$ cat src/hw/rtl/sal_pkg.sv
// sal_pkg: shared types and constants of the suffix array / lcp builder
// used by sal_ctrl, sal_dpath, the top level and its checker; no dependencies
package sal_pkg;

	localparam int MAX_TEXT_DEF = 4096;
	localparam int ALPHABET_DEF = 256;
	localparam int SW = 8;   // text symbol width
	localparam int FW = 12;  // width of the index and result fields

	localparam logic [SW-1:0] SEP_RESET = 8'd35;

	localparam logic [1:0] ST_OK   = 2'd0;
	localparam logic [1:0] ST_DROP = 2'd1;
	localparam logic [1:0] ST_BAD  = 2'd2;

	localparam int NST = 38;

	typedef enum logic [NST-1:0] {
		S_IDLE   = NST'(1) << 0,
		S_CLR    = NST'(1) << 1,
		S_HIST_A = NST'(1) << 2,
		S_HIST_B = NST'(1) << 3,
		S_HIST_C = NST'(1) << 4,
		S_PS_A   = NST'(1) << 5,
		S_PS_B   = NST'(1) << 6,
		S_DST_A  = NST'(1) << 7,
		S_DST_B  = NST'(1) << 8,
		S_DST_C  = NST'(1) << 9,
		S_R0_A   = NST'(1) << 10,
		S_R0_B   = NST'(1) << 11,
		S_IR_A   = NST'(1) << 12,
		S_IR_B   = NST'(1) << 13,
		S_IR_C   = NST'(1) << 14,
		S_BK_A   = NST'(1) << 15,
		S_BK_B   = NST'(1) << 16,
		S_BK_C   = NST'(1) << 17,
		S_P_A    = NST'(1) << 18,
		S_P_B    = NST'(1) << 19,
		S_P_C    = NST'(1) << 20,
		S_P_D    = NST'(1) << 21,
		S_Q_A    = NST'(1) << 22,
		S_Q_B    = NST'(1) << 23,
		S_Q_C    = NST'(1) << 24,
		S_N0_A   = NST'(1) << 25,
		S_N0_B   = NST'(1) << 26,
		S_N_A    = NST'(1) << 27,
		S_N_B    = NST'(1) << 28,
		S_N_C    = NST'(1) << 29,
		S_N_D    = NST'(1) << 30,
		S_CP_A   = NST'(1) << 31,
		S_CP_B   = NST'(1) << 32,
		S_K_A    = NST'(1) << 33,
		S_K_B    = NST'(1) << 34,
		S_K_C    = NST'(1) << 35,
		S_K_D    = NST'(1) << 36,
		S_K_E    = NST'(1) << 37
	} state_t;

	typedef struct packed {
		state_t op;
		logic   accept;
		logic   finish;
	} sal_cmd_t;

	typedef struct packed {
		logic last_alpha;
		logic last_n;
		logic i_zero;
		logic n_one;
		logic p_skip;
		logic k_more;
		logic top;
		logic k_ok;
		logic ext;
	} sal_flags_t;

endpackage

$ cat src/hw/rtl/sal_ctrl.sv
// sal_ctrl: build sequencer, one-hot state machine stepping the sort, doubling and lcp passes
// depends on sal_pkg; drives sal_dpath through sal_cmd_t and reads its sal_flags_t
module sal_ctrl import sal_pkg::*; (
	input  logic       clk,
	input  logic       arst_n,
	input  logic       start,
	input  logic       func,
	input  logic       last_symbol,
	input  sal_flags_t flags,
	output sal_cmd_t   cmd,
	output logic       busy
);

	state_t state_q, state_d;
	logic   accept;
	logic   lcp_next;

	assign accept = start && (state_q == S_IDLE);
	assign busy   = (state_q != S_IDLE);

	// an lcp entry is written and the scan moves to the next position
	always_comb begin
		lcp_next = 1'b0;
		case (state_q)
			S_K_B:   lcp_next = flags.top;
			S_K_D:   lcp_next = !flags.k_ok;
			S_K_E:   lcp_next = !flags.ext;
			default: lcp_next = 1'b0;
		endcase
	end

	always_comb begin
		state_d = state_q;
		case (state_q)
			S_IDLE:   if (accept && !func && last_symbol) state_d = S_CLR;
			S_CLR:    if (flags.last_alpha) state_d = S_HIST_A;
			S_HIST_A: state_d = S_HIST_B;
			S_HIST_B: state_d = S_HIST_C;
			S_HIST_C: state_d = flags.last_n ? S_PS_A : S_HIST_A;
			S_PS_A:   state_d = S_PS_B;
			S_PS_B:   state_d = flags.last_alpha ? S_DST_A : S_PS_A;
			S_DST_A:  state_d = S_DST_B;
			S_DST_B:  state_d = S_DST_C;
			S_DST_C:  state_d = flags.last_n ? S_R0_A : S_DST_A;
			S_R0_A:   state_d = S_R0_B;
			S_R0_B:   state_d = flags.n_one ? S_BK_A : S_IR_A;
			S_IR_A:   state_d = S_IR_B;
			S_IR_B:   state_d = S_IR_C;
			S_IR_C:   state_d = flags.last_n ? S_BK_A : S_IR_A;
			S_BK_A:   state_d = S_BK_B;
			S_BK_B:   state_d = S_BK_C;
			S_BK_C:   state_d = flags.last_n ? S_P_A : S_BK_A;
			S_P_A:    state_d = S_P_B;
			S_P_B: begin
				if (!flags.p_skip) state_d = S_P_C;
				else state_d = flags.i_zero ? S_Q_A : S_P_A;
			end
			S_P_C:    state_d = S_P_D;
			S_P_D:    state_d = flags.i_zero ? S_Q_A : S_P_A;
			S_Q_A:    state_d = S_Q_B;
			S_Q_B:    state_d = S_Q_C;
			S_Q_C:    state_d = flags.last_n ? S_N0_A : S_Q_A;
			S_N0_A:   state_d = S_N0_B;
			S_N0_B:   state_d = flags.n_one ? S_CP_A : S_N_A;
			S_N_A:    state_d = S_N_B;
			S_N_B:    state_d = S_N_C;
			S_N_C:    state_d = S_N_D;
			S_N_D:    state_d = flags.last_n ? S_CP_A : S_N_A;
			S_CP_A:   state_d = S_CP_B;
			S_CP_B: begin
				if (flags.last_n) state_d = flags.k_more ? S_BK_A : S_K_A;
				else state_d = S_CP_A;
			end
			S_K_A:    state_d = S_K_B;
			S_K_B: begin
				if (flags.top) state_d = flags.last_n ? S_IDLE : S_K_A;
				else state_d = S_K_C;
			end
			S_K_C:    state_d = S_K_D;
			S_K_D: begin
				if (flags.k_ok) state_d = S_K_E;
				else state_d = flags.last_n ? S_IDLE : S_K_A;
			end
			S_K_E: begin
				if (flags.ext) state_d = S_K_D;
				else state_d = flags.last_n ? S_IDLE : S_K_A;
			end
			default:  state_d = S_IDLE;
		endcase
	end

	always_ff @(posedge clk or negedge arst_n) begin
		if (!arst_n) begin
			state_q <= S_IDLE;
		end else begin
			state_q <= state_d;
		end
	end

	assign cmd.op     = state_q;
	assign cmd.accept = accept;
	assign cmd.finish = lcp_next && flags.last_n;

endmodule

$ cat config.mk
export PLATFORM = sky130hd
export DESIGN_NAME = sal_ctrl
export DESIGN_NICKNAME = d
export VERILOG_FILES = /design/src/hw/rtl/sal_pkg.sv /design/src/hw/rtl/sal_ctrl.sv
export SDC_FILE = /design/constraint.sdc
export NUM_CORES = 1
export LEC_CHECK = 0
export ABC_AREA = 1
export BUFFER_PORTS_ARGS = -buffer_cell sky130_fd_sc_hd__buf_4
export CAP_MARGIN = 20
export CORE_UTILIZATION = 54
export CTS_CLUSTER_DIAMETER = 30
export DETAILED_ROUTE_END_ITERATION = 6
export PLACE_DENSITY = 0.78
export SLEW_MARGIN = 20
export SYNTH_ARGS = -nofsm -noshare
export SYNTH_HDL_FRONTEND = slang
export SYNTH_SLANG_ARGS = --single-unit
$ cat constraint.sdc
create_clock -name clk -period 1.9 [get_ports clk]
set_input_delay 0.38 -clock clk [delete_from_list [all_inputs] [get_ports clk]]
set_output_delay 0.38 -clock clk [all_outputs]
set_load 0.01 [all_outputs]
---- After elaboration in Yosys (flattened, before gate mapping) ----
Index checks and enable logic that the tools add are counted.
Widths: inputs -> output; s select.
storage, ports and cells
  bits in registers ....................... 38
  bits in latches ......................... 0
  memory bits (writable) .................. 0
  memory bits (read-only) ................. 0
  bits of input ports ..................... 14
  output and inout bits ................... 41
  logic and storage cells ................. 71
  memories kept ........................... 0
operators by class
  add/sub/neg operators ................... 0
  multiply operators ...................... 0
  div/mod/pow operators ................... 0
  magnitude comparators ................... 0
  equality and inequality tests ........... 41
  shift-type cells ........................ 0
  muxes and demuxes ....................... 21
  bitwise logic cells ..................... 0
  reduce and logical (&&, ||, !) cells .... 8
operator list
  operator              count
  $pmux 38 s38          1
  $mux 38               3
  $mux 34               3
  $mux 32               2
  $mux 23               2
  $eq 38x1->1 const B   1
  $eq 38x10->1 const B  1
  $eq 38x11->1 const B  1
  $eq 38x12->1 const B  1
  $eq 38x13->1 const B  1
  $eq 38x14->1 const B  1
  $eq 38x15->1 const B  1
  $eq 38x16->1 const B  1
  $eq 38x17->1 const B  1
  $eq 38x18->1 const B  1
  $eq 38x19->1 const B  1
  $eq 38x2->1 const B   1
  $eq 38x20->1 const B  1
  $eq 38x21->1 const B  1
  $eq 38x22->1 const B  1
  $eq 38x23->1 const B  1
  $eq 38x24->1 const B  1
  $eq 38x25->1 const B  1
  $eq 38x26->1 const B  1
  other kinds (34)      40

---- Depth between registers and ports, before layout ----
  word-level depth ........................ 6
  depth in mapped cells ................... 13

---- Worst setup path before layout ----
Ideal clock, no wire load.
  kind .................................... register to output
  start point ............................. register state_q[10]
  end point ............................... output cmd[0] in the netlist's numbering
  arrival time ............................ 1450 ps
  data required time ...................... 1520 ps
  path slack .............................. 70 ps
  cell stages (with the launch flop) ...... 9
  path buffers ............................ 1
  path through ............................ dfrtp_1 nor2_2 nand2_2 nor2_4 nand2_4 nor2_4 buf_6 nand3_4 a31oi_4
RTL lines
  item                      line            source
  start: declaration        sal_ctrl.sv:14  state_t state_q, state_d;
  start signal: assignment  sal_ctrl.sv:96  state_q <= state_d;
  end: declaration          sal_ctrl.sv:10  output sal_cmd_t cmd,

==> summary.txt <==
Top Registers - state_q: 38 flops
FFs w/ async S/R, synth - 100%
First-pass DRT Iterations - 5
Max reg flops - 38
I/O pin total - 55
DR vias - 2737
Register area share after synthesis - 39.9%
Unrepaired setup endpoints after global routing - yes
Peak VDD IR - 517 uV
Area Growth Syn to Fin - 50.8%
Final worst setup slack - -320 ps
Die Area - 4690 um^2
DRC viols - 0
Final wirelength - 7690 um
Mapped Avg Cell Area - 6.86 um^2
WL per Instance - 14.9 um
Initial drt markers - 217
Die extent in x - 68.5 um
Clk buf depth - 2
Least-Margin Pin Slew - 490 ps
Power density cells - 773 nW/um^2
Design Area, Final - 3600 um^2
Final nets - 480
Arrival @ worst endpoint - 1840 ps
All-layer global routing usage - 30.3%
Total power - 2780 uW
Worst setup SP type - flip-flop
Largest net degree at the start of global routing - 39
Synth warnings - 0
Critical Path Fanout Max - 5
Initial antenna violation count - 0
#FFs+latches synth - 38
Placed standard-cell area - 3120 um^2
Cts bufs inserted - 5
Multi-input gate area - 1370 um^2
Critical path class - flip-flop to output pin
Cells after Synth - 348
Post-DRT Antenna Nets - 0
Final period util - 117%
Clock Latency Late Sink - 300 ps
CTS root buf - clkbuf_8
Violated checks - negative setup slack
WL met3 - 532 um
Post-synth EDFFs - 0
GP Congestion - 0.858
Metal1 wirelength - 2960 um
Clock Skews - 4.75 ps
IO buf count - 54
Core Area - 4120 um^2
Top routing layer in use - met4
Cell Area, Synth - 2390 um^2
Chip Height - 68.5 um
Final setup viols - 8
Achievable Freq - 451 MHz
Vias in the first global route - 2390
Status - finished, violations left
H-tree depth - 2
Synth cell types - 29
First-pass GRT wire length - 10100 um
Required @ worst endpoint - 1520 ps
Ys flop type - dfrtp_1
Worst setup EP type - output pin
Hold Path Class - input port to async pin
Layout cells sized above 1 - 42.4%
Largest Register - state_q
DR vias/cell - 5.29
Count of pins over their slew limit - 0
Worst-path clk slew - 80 ps
Relative slew margins - 67.3%
Post-DP HPWL - 4970 um
Synthesized net count - 362
FILL cells - 229
GR Overflow Total - 0
# rows - 23
Initial core utilization - 58.0%
Max-cap check violation count - 0
Routed wl met2 - 3930 um
Fin Setup TNS - -1020 ps
Register area - 952 um^2
Fin. Hold Viols - 0
Number of diodes - 0
Tmin final - 2220 ps
P_leak - 0.00217 uW
CTS tree - done
# clock sinks - 38
## synth_stat cells (2+ instances only)
cell | instances | area [um^2]
nand3_2 | 3 | 30.0
nand3_1 | 20 | 100
a21oi_1 | 3 | 15.0
nand2_2 | 6 | 37.5
nor2_1 | 59 | 221
inv_1 | 63 | 236
nor2_4 | 6 | 67.6
or2_2 | 3 | 18.8
nand2_1 | 95 | 357
nor2_2 | 15 | 93.8
nor3_1 | 13 | 65.1
dfrtp_1 | 37 | 926
o22ai_1 | 5 | 31.3
o21ai_0 | 4 | 20.0
o221ai_1 | 2 | 17.5
## layout make-up
cell class | count | share of cell area (%)
inverters | 64 | 6.68
clock inverters | 1 | 0.139
multi-input cells | 244 | 38.2
clock buffers | 7 | 2.40
flip-flops and latches | 38 | 26.5
well taps | 50 | 1.74
repair buffers | 113 | 24.4
## power by group
part	total, uW	internal, uW	switching, uW	leakage [uW]
registers	872	845	27.3	0.000526
clock network	591	293	298	0.0000482
logic	1320	578	738	0.00160
## critical path: stages, from the launching register on
cell	delay (ps)
dfrtp_1	400
nor2_2	140
nand2_1	100
nor2_2	160
nand2_2	100
nor2_4	200
nand3_2	130
a31oi_4	190
buf_6	120
## path summary, 6_finish.rpt
path                                          from                 endpoint  slack, ps  cells past startpoint
hold reg to reg            state_q[24]$_DFFE_PN0P_  state_q[26]$_DFFE_PN0P_        670                      4
min in group clk                          flags[4]  state_q[20]$_DFFE_PN0P_        230                      2
setup reg to reg           state_q[29]$_DFFE_PN0P_   state_q[0]$_DFFE_PN1P_       -170                     15
max in group asynchronous                   arst_n   state_q[0]$_DFFE_PN1P_       1490                      1
hold / removal                              arst_n  state_q[25]$_DFFE_PN0P_         40                      1
setup / recovery           state_q[29]$_DFFE_PN0P_                   cmd[0]       -320                      8
## through the flow
step | hold slack, ps | std cells | util, % | setup slack (ps)
floorplan | 84.4 | 348 | - | 70.0
global placement | 371 | 488 | 75.9 | 32.4
detailed placement | 375 | 488 | 75.9 | -25.2
CTS | 54.6 | 503 | 80.2 | -292
global route | 79.7 | 517 | 87.4 | -434
finish | 41.6 | 517 | 87.4 | -320
## routing by layer
layer / global-route usage (%) / vias up
li1: - / 1306
met1: 34.9 / 1259
met2: 54.0 / 145
met3: 6.83 / 27
met4: 11.7 / 0
met5: 0 / -
## repair_timing
| item | in CTS | in global routing |
|---|---|---|
| buffers inserted | 7 | 13 |
| setup endpoints to repair | 5 | 10 |
| gates resized for setup | 11 | 49 |
| cloned | 0 | 1 |
| hold buffers | 0 | 0 |
| pin swaps | 12 | 22 |
## placed cells by master (no fill, tap or decap), types with 8 or more instances in the layout
master	instances
nor2_1	49
nor3_1	13
dfrtp_1	37
inv_1	62
buf_6	8
nand2_2	20
nand2_1	79
nor2_4	13
buf_4	105
nand3_1	15
nor2_2	19
## kinds of logic (layout without fill, tap and decap cells)
family          after synthesis  after routing  share of synthesized area [%]
flops                        38             38                           39.9
compound gates               19             19                           5.82
buf+inv                      67            185                           11.0
simple gates                224            225                           43.3
(Power assumes the default switching activity.)
